--- src/design/drs_pkg.sv ---
`timescale 1ns / 1ps
package drs_pkg;

   localparam int DAY_W   = 5;
   localparam int MONTH_W = 4;
   localparam int YEAR_W  = 14;
   localparam int REC_W   = DAY_W + MONTH_W + YEAR_W;

   typedef enum logic [2:0] {
      S_LOAD,
      S_DECIDE,
      S_PRIME,
      S_FIRST,
      S_STEP,
      S_TAIL,
      S_READ,
      S_SHOW
   } state_type;

   typedef enum logic [1:0] {
      WR_LOAD,
      WR_STEP,
      WR_TAIL
   } wr_sel_type;

   typedef struct packed {
      logic       load;
      logic       wr_en;
      wr_sel_type wr_sel;
      logic       rd_en;
      logic       j_clear;
      logic       j_inc;
      logic       carry_load;
      logic       carry_swap;
      logic       pass_clear;
      logic       pass_inc;
      logic       set_clear;
   } dp_cmd_type;

   typedef struct packed {
      logic n_ge2;
      logic j_lt_n;
      logic pass_done;
      logic last;
   } dp_status_type;

endpackage

--- src/design/date_record_sorter.sv ---
`timescale 1ns / 1ps
// Collects date records one beat per cycle into a store of MAX_RECORDS entries; the beat
// with req_is_last closes the set, and records past capacity are dropped and reported on
// rsp_overflow. The set is then sorted in place, stable and ascending by year, month and
// day, by bubble passes over a store that takes one read and one write per cycle, so a
// set of n records takes n-1 passes, after a decision step. With compare enable clear,
// or fewer than two records, the sort is skipped. Records then leave one at a time, each
// read from the store and then offered as an output beat. No input is taken while a set
// is sorted or drained. The configuration write is always ready.
module date_record_sorter
   import drs_pkg::*;
#(
   parameter int MAX_RECORDS = 32
) (
   input  logic               clock,
   input  logic               reset,
   input  logic               req_valid,
   output logic               req_ready,
   input  logic [DAY_W-1:0]   req_day,
   input  logic [MONTH_W-1:0] req_month,
   input  logic [YEAR_W-1:0]  req_year,
   input  logic               req_is_last,
   output logic               rsp_valid,
   input  logic               rsp_ready,
   output logic [DAY_W-1:0]   rsp_out_day,
   output logic [MONTH_W-1:0] rsp_out_month,
   output logic [YEAR_W-1:0]  rsp_out_year,
   output logic               rsp_out_last,
   output logic               rsp_overflow,
   input  logic               csr_valid,
   output logic               csr_ready,
   input  logic               csr_data
);

   dp_cmd_type    cmd;
   dp_status_type status;

   drs_ctrl u_ctrl (
      .clock        (clock),
      .reset        (reset),
      .req_valid    (req_valid),
      .req_ready    (req_ready),
      .req_is_last  (req_is_last),
      .rsp_valid    (rsp_valid),
      .rsp_ready    (rsp_ready),
      .rsp_out_last (rsp_out_last),
      .csr_valid    (csr_valid),
      .csr_ready    (csr_ready),
      .csr_data     (csr_data),
      .status       (status),
      .cmd          (cmd)
   );

   drs_datapath #(
      .MAX_RECORDS (MAX_RECORDS)
   ) u_datapath (
      .clock         (clock),
      .reset         (reset),
      .cmd           (cmd),
      .status        (status),
      .req_day       (req_day),
      .req_month     (req_month),
      .req_year      (req_year),
      .rsp_out_day   (rsp_out_day),
      .rsp_out_month (rsp_out_month),
      .rsp_out_year  (rsp_out_year),
      .rsp_overflow  (rsp_overflow)
   );

endmodule

--- src/design/drs_datapath.sv ---
`timescale 1ns / 1ps
module drs_datapath
   import drs_pkg::*;
#(
   parameter int MAX_RECORDS = 32
) (
   input  logic                 clock,
   input  logic                 reset,
   input  dp_cmd_type           cmd,
   output dp_status_type        status,
   input  logic [DAY_W-1:0]     req_day,
   input  logic [MONTH_W-1:0]   req_month,
   input  logic [YEAR_W-1:0]    req_year,
   output logic [DAY_W-1:0]     rsp_out_day,
   output logic [MONTH_W-1:0]   rsp_out_month,
   output logic [YEAR_W-1:0]    rsp_out_year,
   output logic                 rsp_overflow
);

   localparam int CNT_W = $clog2(MAX_RECORDS + 1);
   localparam int IDX_W = $clog2(MAX_RECORDS);

   logic [REC_W-1:0] mem [MAX_RECORDS];

   logic [CNT_W-1:0] count_ff, count_in;
   logic             dropped_ff, dropped_in;
   logic [CNT_W-1:0] j_ff, j_in;
   logic [CNT_W-1:0] pass_ff, pass_in;
   logic [REC_W-1:0] carry_ff, carry_in;
   logic [REC_W-1:0] rd_ff;

   logic [REC_W-1:0] req_rec;
   logic             room;
   logic             rd_less;
   logic             wr_go;
   logic [IDX_W-1:0] wr_addr;
   logic [REC_W-1:0] wr_data;
   logic [CNT_W-1:0] j_m2;
   logic [CNT_W-1:0] cnt_m1;
   logic [CNT_W-1:0] cnt_m2;

   assign req_rec = {req_year, req_month, req_day};
   assign room    = count_ff < CNT_W'(MAX_RECORDS);
   assign rd_less = rd_ff < carry_ff;
   assign j_m2    = j_ff - CNT_W'(2);
   assign cnt_m1  = count_ff - CNT_W'(1);
   assign cnt_m2  = count_ff - CNT_W'(2);

   always_comb begin
      wr_addr = count_ff[IDX_W-1:0];
      wr_data = req_rec;
      wr_go   = cmd.wr_en;
      case (cmd.wr_sel)
         WR_LOAD: begin
            wr_addr = count_ff[IDX_W-1:0];
            wr_data = req_rec;
            wr_go   = cmd.wr_en && room;
         end
         WR_STEP: begin
            wr_addr = j_m2[IDX_W-1:0];
            wr_data = rd_less ? rd_ff : carry_ff;
         end
         WR_TAIL: begin
            wr_addr = cnt_m1[IDX_W-1:0];
            wr_data = carry_ff;
         end
         default: begin
            wr_go = 1'b0;
         end
      endcase
   end

   always_comb begin
      count_in   = count_ff;
      dropped_in = dropped_ff;
      if (cmd.set_clear) begin
         count_in   = '0;
         dropped_in = 1'b0;
      end else if (cmd.load) begin
         if (room) begin
            count_in = count_ff + CNT_W'(1);
         end else begin
            dropped_in = 1'b1;
         end
      end
   end

   always_comb begin
      j_in = j_ff;
      if (cmd.j_clear) begin
         j_in = '0;
      end else if (cmd.j_inc) begin
         j_in = j_ff + CNT_W'(1);
      end
      pass_in = pass_ff;
      if (cmd.pass_clear) begin
         pass_in = '0;
      end else if (cmd.pass_inc) begin
         pass_in = pass_ff + CNT_W'(1);
      end
      carry_in = carry_ff;
      if (cmd.carry_load) begin
         carry_in = rd_ff;
      end else if (cmd.carry_swap) begin
         carry_in = rd_less ? carry_ff : rd_ff;
      end
   end

   always_ff @(posedge clock) begin
      if (reset) begin
         count_ff   <= '0;
         dropped_ff <= 1'b0;
         j_ff       <= '0;
         pass_ff    <= '0;
      end else begin
         count_ff   <= count_in;
         dropped_ff <= dropped_in;
         j_ff       <= j_in;
         pass_ff    <= pass_in;
      end
   end

   always_ff @(posedge clock) begin
      carry_ff <= carry_in;
   end

   always_ff @(posedge clock) begin
      if (wr_go) begin
         mem[wr_addr] <= wr_data;
      end
      if (cmd.rd_en) begin
         rd_ff <= mem[j_ff[IDX_W-1:0]];
      end
   end

   assign status.n_ge2     = count_ff >= CNT_W'(2);
   assign status.j_lt_n    = j_ff < count_ff;
   assign status.pass_done = pass_ff == cnt_m2;
   assign status.last      = j_ff == count_ff;

   assign rsp_out_day   = rd_ff[DAY_W-1:0];
   assign rsp_out_month = rd_ff[DAY_W+MONTH_W-1:DAY_W];
   assign rsp_out_year  = rd_ff[REC_W-1:DAY_W+MONTH_W];
   assign rsp_overflow  = dropped_ff;

endmodule

--- src/design/drs_ctrl.sv ---
`timescale 1ns / 1ps
module drs_ctrl
   import drs_pkg::*;
(
   input  logic          clock,
   input  logic          reset,
   input  logic          req_valid,
   output logic          req_ready,
   input  logic          req_is_last,
   output logic          rsp_valid,
   input  logic          rsp_ready,
   output logic          rsp_out_last,
   input  logic          csr_valid,
   output logic          csr_ready,
   input  logic          csr_data,
   input  dp_status_type status,
   output dp_cmd_type    cmd
);

   state_type state_ff, state_in;
   logic      enable_ff, enable_in;

   assign csr_ready = 1'b1;

   always_comb begin
      enable_in = enable_ff;
      if (csr_valid) begin
         enable_in = csr_data;
      end
   end

   always_ff @(posedge clock) begin
      if (reset) begin
         state_ff  <= S_LOAD;
         enable_ff <= 1'b1;
      end else begin
         state_ff  <= state_in;
         enable_ff <= enable_in;
      end
   end

   always_comb begin
      state_in = state_ff;
      case (state_ff)
         S_LOAD: begin
            if (req_valid && req_is_last) begin
               state_in = S_DECIDE;
            end
         end
         S_DECIDE: begin
            if (enable_ff && status.n_ge2) begin
               state_in = S_PRIME;
            end else begin
               state_in = S_READ;
            end
         end
         S_PRIME: state_in = S_FIRST;
         S_FIRST: state_in = S_STEP;
         S_STEP: begin
            if (!status.j_lt_n) begin
               state_in = S_TAIL;
            end
         end
         S_TAIL: begin
            if (status.pass_done) begin
               state_in = S_READ;
            end else begin
               state_in = S_PRIME;
            end
         end
         S_READ: state_in = S_SHOW;
         S_SHOW: begin
            if (rsp_ready) begin
               if (status.last) begin
                  state_in = S_LOAD;
               end else begin
                  state_in = S_READ;
               end
            end
         end
         default: state_in = S_LOAD;
      endcase
   end

   always_comb begin
      cmd          = '0;
      cmd.wr_sel   = WR_LOAD;
      req_ready    = 1'b0;
      rsp_valid    = 1'b0;
      rsp_out_last = 1'b0;
      case (state_ff)
         S_LOAD: begin
            req_ready = 1'b1;
            if (req_valid) begin
               cmd.load  = 1'b1;
               cmd.wr_en = 1'b1;
               if (req_is_last) begin
                  cmd.j_clear    = 1'b1;
                  cmd.pass_clear = 1'b1;
               end
            end
         end
         S_DECIDE: begin
         end
         S_PRIME: begin
            cmd.rd_en = 1'b1;
            cmd.j_inc = 1'b1;
         end
         S_FIRST: begin
            cmd.carry_load = 1'b1;
            cmd.rd_en      = 1'b1;
            cmd.j_inc      = 1'b1;
         end
         S_STEP: begin
            cmd.wr_en      = 1'b1;
            cmd.wr_sel     = WR_STEP;
            cmd.carry_swap = 1'b1;
            if (status.j_lt_n) begin
               cmd.rd_en = 1'b1;
               cmd.j_inc = 1'b1;
            end
         end
         S_TAIL: begin
            cmd.wr_en   = 1'b1;
            cmd.wr_sel  = WR_TAIL;
            cmd.j_clear = 1'b1;
            if (!status.pass_done) begin
               cmd.pass_inc = 1'b1;
            end
         end
         S_READ: begin
            cmd.rd_en = 1'b1;
            cmd.j_inc = 1'b1;
         end
         S_SHOW: begin
            rsp_valid    = 1'b1;
            rsp_out_last = status.last;
            if (rsp_ready && status.last) begin
               cmd.set_clear = 1'b1;
            end
         end
         default: begin
         end
      endcase
   end

endmodule

--- config.mk ---
export PLATFORM = sky130hd
export DESIGN_NAME = date_record_sorter
export DESIGN_NICKNAME = d
export VERILOG_FILES = /design/src/design/drs_pkg.sv /design/src/design/date_record_sorter.sv /design/src/design/drs_datapath.sv /design/src/design/drs_ctrl.sv
export SDC_FILE = /design/constraint.sdc
export NUM_CORES = 1
export LEC_CHECK = 0
export BUFFER_PORTS_ARGS = -buffer_cell sky130_fd_sc_hd__buf_2
export CAP_MARGIN = 5
export CORE_UTILIZATION = 50
export CTS_BUF_LIST = sky130_fd_sc_hd__clkbuf_4
export DETAILED_ROUTE_END_ITERATION = 16
export PLACE_DENSITY_LB_ADDON = 0.15
export SLEW_MARGIN = 25
export SYNTH_ARGS = -nofsm -noshare
export SYNTH_HDL_FRONTEND = slang
export SYNTH_SLANG_ARGS = --single-unit
--- constraint.sdc ---
create_clock -name clock -period 7.1 [get_ports clock]
set_input_delay 1.065 -clock clock [delete_from_list [all_inputs] [get_ports clock]]
set_output_delay 1.065 -clock clock [all_outputs]
set_load 0.005 [all_outputs]
==> results.toml, run 1 <==
[grt]
grt.total_usage_pct = 23.5
grt_pass1_vias = 16799
grt_remaining_overflow = 0
grt_pass1_wl_mm = 111
grt_max_degree = 131
antenna_found_initial = 5

[power]
ir_worst_vdd_uv = 239
switchingPower_uw = 3330
p_int_uw = 8560
seqPwrFrac_pct = 49.0
p_clk_share_pct = 31.5
leakage_uw = 0.0117
p_total_uw = 11900
p_per_area_mw_per_mm2 = 324
switching_share_pct = 28.0
power_frac_comb_pct = 19.5

[worst_setup_path]
crit_type = "reg -> out"
worstPathArrival_ps = 3620
slowest_stage = "dfxtp_4"
r2r-end = "u_datapath.mem[23][9]"
crit_buf_inv = 2
critPathMaxStageDelay_ps = 960
cp_top_family = "flip-flops"
startpoint_type = "register"
critPathRequiredTime_ps = 6030
rrSetupSlack_ps = 2420
path_max_fanout = 130
endpoint_kind = "output port"
cp_cell_sequence = "buf_12, ha_1, nand3_1, or2_2, nor3_1, buf_2"
r2r-start = "u_ctrl.state_ff[1]"
reg2reg_depth = 9

[clocking]
path_clk_slew_ps = 70
clock_latency_ps = 1010
holdBufCountCts = 0
clockBufferDepth = 3
cts_root_buf = "clkbuf_4"
cts_num_sinks = 805
cts_tree = "yes"
post_cts_buffers = 0
numCtsBuffers = 197
htree_levels = 4
cts_resized = 0

[sta]
skew_ps = 57.8
tightestPinTransition_ps = 1080
hold_ws_ps = 273
rsz0062_at_grt = "no"
setup_viol = 0
finalHoldViolCount = 0
fin_tns_setup_ps = 0
finalCriticalPeriod_ps = 4680
relSlewSlack_pct = 28.1
fmax_mhz = 213
period_share_pct = 66.0
drv_slew = 0
worst_slack_ps = 2420

[yosys]
async_flop_share_pct = 0
synth_cells = 1589
synth-seq-cells = 805
synthesis.nets = 1662
synth_cell_types = 53
yosys_warnings = 0
syn_avg_cell_area_um2 = 20.5
ys_seq_area_share_pct = 73.4
syn-cell-area_mm2 = 0.0326
synth-main-ff-cell = "edfxtp_1"
synth_edf_count = 782

[die]
core_area_mm2 = 0.0645
die_w_um = 257
ioPinCount = 58
die_y_um = 257
die_area_mm2 = 0.0662
core.rowCount = 93
start_util_pct = 50.6

[hold_path]
whs_endpoint = "u_ctrl.enable_ff"
min_path_type = "in -> reg"
worstHoldPathCells = 2
worstHoldStart = "csr_valid"

[placement]
dp_slack_ps = 2350
place_area_mm2 = 0.0342
io_buffers = 56
hpwl_mm = 46.2
globalplace.congestion = 0.837

[route]
drc = 0
dr.pass1.iters = 5
drt-wirelength-per-cell_um = 26.9
drtIter0Drc = 1401
drt-total-wl_mm = 75.5
vias = 16440
ant_nets = 0
avgViaCountPerCell = 5.86

[final_layout]
syn_to_final_growth_pct = 12.5
fin_area_mm2 = 0.0367
fill_cells = 4949
multi_input_area_mm2 = 0.00829
final-seq-area_mm2 = 0.0240
nNetsFinal = 1881
drive_gt1_share_pct = 36.1

[status]
outcome = "finished, final reports clean"

[job]
cap_violations = 0
[stage by stage]
step           std cells  util (%)
2_1_floorplan       1589         -
3_3_place_gp        2462      53.0
3_5_place_dp        2462      53.0
4_1_cts             2800      56.8
5_1_grt             2803      56.9
6_report            2805      56.9
[Yosys cell counts (4+ instances only)]
cell type	count	share of area, %
edfxtp_1	782	72
mux4_2	230	16
o21ai_0	72	1.1
inv_1	60	0.69
nor2_1	50	0.58
clkbuf_1	43	0.50
ha_1	43	1.7
nand2_1	26	0.30
nor2b_1	24	0.46
dfxtp_1	23	1.4
mux2_2	23	0.79
a21oi_1	22	0.34
nor3_1	19	0.29
a221o_1	16	0.49
nand3_1	15	0.23
buf_2	14	0.21
mux2i_1	14	0.43
buf_6	13	0.45
nand4_1	10	0.19
buf_1	9	0.10
xnor2_1	9	0.24
xor2_1	7	0.19
or3_1	6	0.12
a31oi_1	5	0.096
nand2b_1	5	0.096
nor4_1	5	0.096
a21o_1	4	0.092
nand3b_1	4	0.092
[layout by cell type (no fill, tap or decap), types with 4 or more instances in the layout]
| cell type | instances |
|---|---|
| bufinv_16 | 5 |
| nand3b_1 | 4 |
| mux2_2 | 23 |
| ha_1 | 41 |
| nor2b_1 | 18 |
| or3_1 | 6 |
| nand2_1 | 26 |
| nand3_1 | 15 |
| dfxtp_1 | 18 |
| xor2_1 | 7 |
| clkinv_1 | 47 |
| mux4_2 | 230 |
| buf_4 | 40 |
| nand2b_1 | 5 |
| a31oi_1 | 5 |
| clkbuf_4 | 269 |
| o21ai_0 | 64 |
| dfxtp_4 | 4 |
| a221o_1 | 13 |
| nor2_1 | 38 |
| nor2b_4 | 6 |
| nor3_2 | 13 |
| buf_2 | 56 |
| a21oi_1 | 22 |
| nor2_4 | 12 |
| o21ai_2 | 6 |
| mux2i_1 | 14 |
| clkinv_2 | 8 |
| nor3_1 | 7 |
| xnor2_1 | 9 |
| edfxtp_1 | 782 |
| nand4_1 | 10 |
| a21o_1 | 4 |
| inv_1 | 60 |
[metal layers]
| layer | vias to the layer above | routed length [um] | global-route usage (%) | share of wire [%] |
|---|---|---|---|---|
| met4 | 0 | 1450 | 7.38 | 1.9 |
| met5 | - | 0 | 0 | 0 |
| met1 | 8617 | 32100 | 32.9 | 43 |
| met2 | 579 | 36900 | 36.5 | 49 |
| li1 | 7145 | - | - | - |
| met3 | 99 | 5050 | 5.69 | 6.7 |
[worst max path at each step]
stage	end	cells past startpoint	slack, ps	from
after floorplan	u_datapath.mem[23][0]	9	2160	u_datapath.j_ff[2]
final	rsp_out_last	6	2420	u_datapath.j_ff[1]
after detailed placement	u_datapath.mem[13][9]	8	2350	u_ctrl.state_ff[1]
after global routing	u_datapath.mem[23][13]	9	2030	u_ctrl.state_ff[1]
after CTS	rsp_out_last	6	2120	u_datapath.j_ff[1]
after global placement	u_datapath.mem[23][17]	11	2470	u_ctrl.state_ff[1]
[sequential cells by signal, indices dropped and copies added, names as in the netlist]
register and flops:
u_ctrl.enable_ff 1, u_datapath.carry_ff 23, u_datapath.j_ff 6, u_datapath.pass_ff 6, u_datapath.count_ff 6, u_datapath.mem 736
u_datapath.rd_ff 23, u_datapath.rsp_overflow 1, u_ctrl.state_ff 3
[kinds of logic after synthesis]
family          synth area share, %
flops                          73.4
mux                            17.1
simple gates                   2.58
compound gates                 2.79
buf+inv                        1.99
fa+ha+maj                      1.65
xor+xnor                      0.430
other cells                  0.0115
[final cells by class]
class | count | share of cell area, %
sequential | 805 | 65.3
multi-input combinational | 643 | 22.6
clock inverter | 69 | 1.20
antenna | 3 | 0.0205
timing repair buffer | 100 | 1.84
tap | 855 | 2.92
clock buffer | 269 | 5.50
inverter | 61 | 0.624
[power by group through the flow]
stage / clock (uW) / sequential [uW] / combinational [uW]
2_1_floorplan: 0 / 5860 / 1520
3_3_place_gp: 0 / 5930 / 2290
3_5_place_dp: 0 / 5940 / 2320
4_1_cts: 3850 / 5830 / 2330
5_1_grt: 4070 / 5850 / 2470
6_report: 3750 / 5830 / 2310
No activity file was read; power rests on OpenSTA's default activity.
==> run 2, diff against run 1 <==
- clock period: 7.1 -> 4.9 ns (I/O delays scaled with it)
==> results.toml, run 2 (synthesized netlist as in run 1, its figures left out) <==
[grt]
grt_remaining_overflow = 0
grt.total_usage_pct = 23.0
grt_pass1_vias = 17024
grt_pass1_wl_mm = 110
grt_max_degree = 98
antenna_found_initial = 3

[route]
avgViaCountPerCell = 5.87
drtIter0Drc = 1426
drt-wirelength-per-cell_um = 26.0
ant_nets = 0
vias = 16702
dr.pass1.iters = 6
drt-total-wl_mm = 74.1
drc = 0

[placement]
dp_slack_ps = 811
hpwl_mm = 45.2
dp_cells = 2501
globalplace.congestion = 0.830
io_buffers = 56

[power]
ir_worst_vdd_uv = 265
switchingPower_uw = 4660
power_frac_comb_pct = 19.1
p_per_area_mw_per_mm2 = 463
seqPwrFrac_pct = 49.1
leakage_uw = 0.0119
p_int_uw = 12500
p_clk_share_pct = 31.8
switching_share_pct = 27.1

[final_layout]
utilization_pct = 57.4
multi_input_area_mm2 = 0.00827
largest_register_ffs = 736
largest-register = "u_datapath.mem"
final_cell_mix = "782 x edfxtp_1, 287 x clkbuf_4, 230 x mux4_2, 75 x buf_4, 64 x o21ai_0"
drive_gt1_share_pct = 37.7
final_cells = 2843
nNetsFinal = 1924
final-seq-area_mm2 = 0.0240
final_common_cell = "edfxtp_1"
reg.largest.list = "u_datapath.mem (736), u_datapath.carry_ff (23), u_datapath.rd_ff (23)"
fill_cells = 4979
syn_to_final_growth_pct = 13.6

[worst_setup_path]
path_max_fanout = 23
slowest_stage = "a22oi_1"
cp_top_family = "simple AND/OR/NAND/NOR gates"
critPathRequiredTime_ps = 5540
startpoint_type = "register"
r2r-end = "u_datapath.mem[16][12]"
crit_buf_inv = 4
rrSetupSlack_ps = 690
reg2reg_depth = 11
r2r-start = "u_ctrl.state_ff[1]"
cp_cell_sequence = "inv_1, nand3_1, inv_1, ha_1, inv_1, o21ai_0, a22oi_1, nand2b_1, or2_2, nor2_4, buf_4"
critPathMaxStageDelay_ps = 690
endpoint_kind = "register"
worstPathArrival_ps = 4850
path_common_cell = "inv_1"
crit_type = "reg -> reg"

[sta]
rsz0062_at_grt = "no"
worst_slack_ps = 689
hold_ws_ps = 167
fmax_mhz = 237
drv_slew = 0
relSlewSlack_pct = 39.0
tightestPinTransition_ps = 916
finalCriticalPeriod_ps = 4210
setup_viol = 0
skew_ps = 58.4
fin_tns_setup_ps = 0
period_share_pct = 85.9
finalHoldViolCount = 0

[hold_path]
min_path_type = "in -> reg"
worstHoldStart = "rsp_ready"
worstHoldPathCells = 4
whs_endpoint = "u_ctrl.state_ff[2]"

[clocking]
cts_tree = "yes"
numCtsBuffers = 197
clockBufferDepth = 3
cts_num_sinks = 805
clock_latency_ps = 1010
post_cts_buffers = 0
cts_resized = 0
cts_root_buf = "clkbuf_4"
path_clk_slew_ps = 60
htree_levels = 4

[status]
outcome = "finished, final reports clean"

[job]
cap_violations = 0

[die]
die_area_mm2 = 0.0662
ioPinCount = 58
core.rowCount = 93
die_w_um = 257
core_area_mm2 = 0.0645
start_util_pct = 50.6
die_y_um = 257
## run 2: timing repair
item / in CTS / in global routing
hold buffers: 6 / 0
endpoints found under the setup margin: 0 / 0
hold endpoints to repair: 5 / 0
## run 2: worst reg2reg max path, delay by kind of cell, from the launching register on
| kind | cells | cell delay [ps] |
|---|---|---|
| compound gates | 2 | 830 |
| simple gates | 4 | 1170 |
| fa+ha+maj | 1 | 340 |
| flops | 1 | 500 |
| buf+inv | 4 | 990 |
## run 2: routing by layer
metal	wire (um)	global-route usage [%]	vias to the layer above
li1	-	-	7229
met1	30800	31.4	8780
met2	37200	37.2	585
met3	4460	5.09	108
met4	1580	7.46	0
met5	0	0	-
## run 2: power groups by stage
stage               sequential [uW]  clock, uW  combinational (uW)
global route                   8460       5940                3520
floorplan                      8490          0                2200
global placement               8560          0                3260
detailed placement             8570          0                3330
finish                         8430       5450                3270
CTS                            8430       5610                3350
## run 2: worst max-delay path by stage
stage	endpoint	from	depth (start not counted)	slack, ps
final	u_datapath.mem[16][12]	u_ctrl.state_ff[1]	11	690
after global routing	u_datapath.mem[16][17]	u_ctrl.state_ff[1]	11	460
after CTS	u_datapath.mem[17][17]	u_ctrl.state_ff[1]	11	760
after detailed placement	u_datapath.mem[17][9]	u_ctrl.state_ff[1]	11	810
after global placement	u_datapath.mem[16][8]	u_ctrl.state_ff[1]	11	920
after floorplan	u_datapath.mem[23][0]	u_datapath.j_ff[2]	9	-40
## run 2: final cells by class
cell class | count | area share [%]
Antenna cell | 2 | 0.0135
Clock buffer | 287 | 5.82
Clock inverter | 47 | 0.838
Inverter | 61 | 0.618
Multi-Input combinational cell | 643 | 22.3
Sequential cell | 805 | 64.7
Tap cell | 855 | 2.89
Timing Repair Buffer | 143 | 2.76
## run 2: stage by stage
stage          power [uW]  cell area (um2)
2_1_floorplan       10700            32600
3_5_place_dp        11900            34500
6_report            17200            37000
5_1_grt             17900            37000
3_3_place_gp        11800            34500
4_1_cts             17400            37000
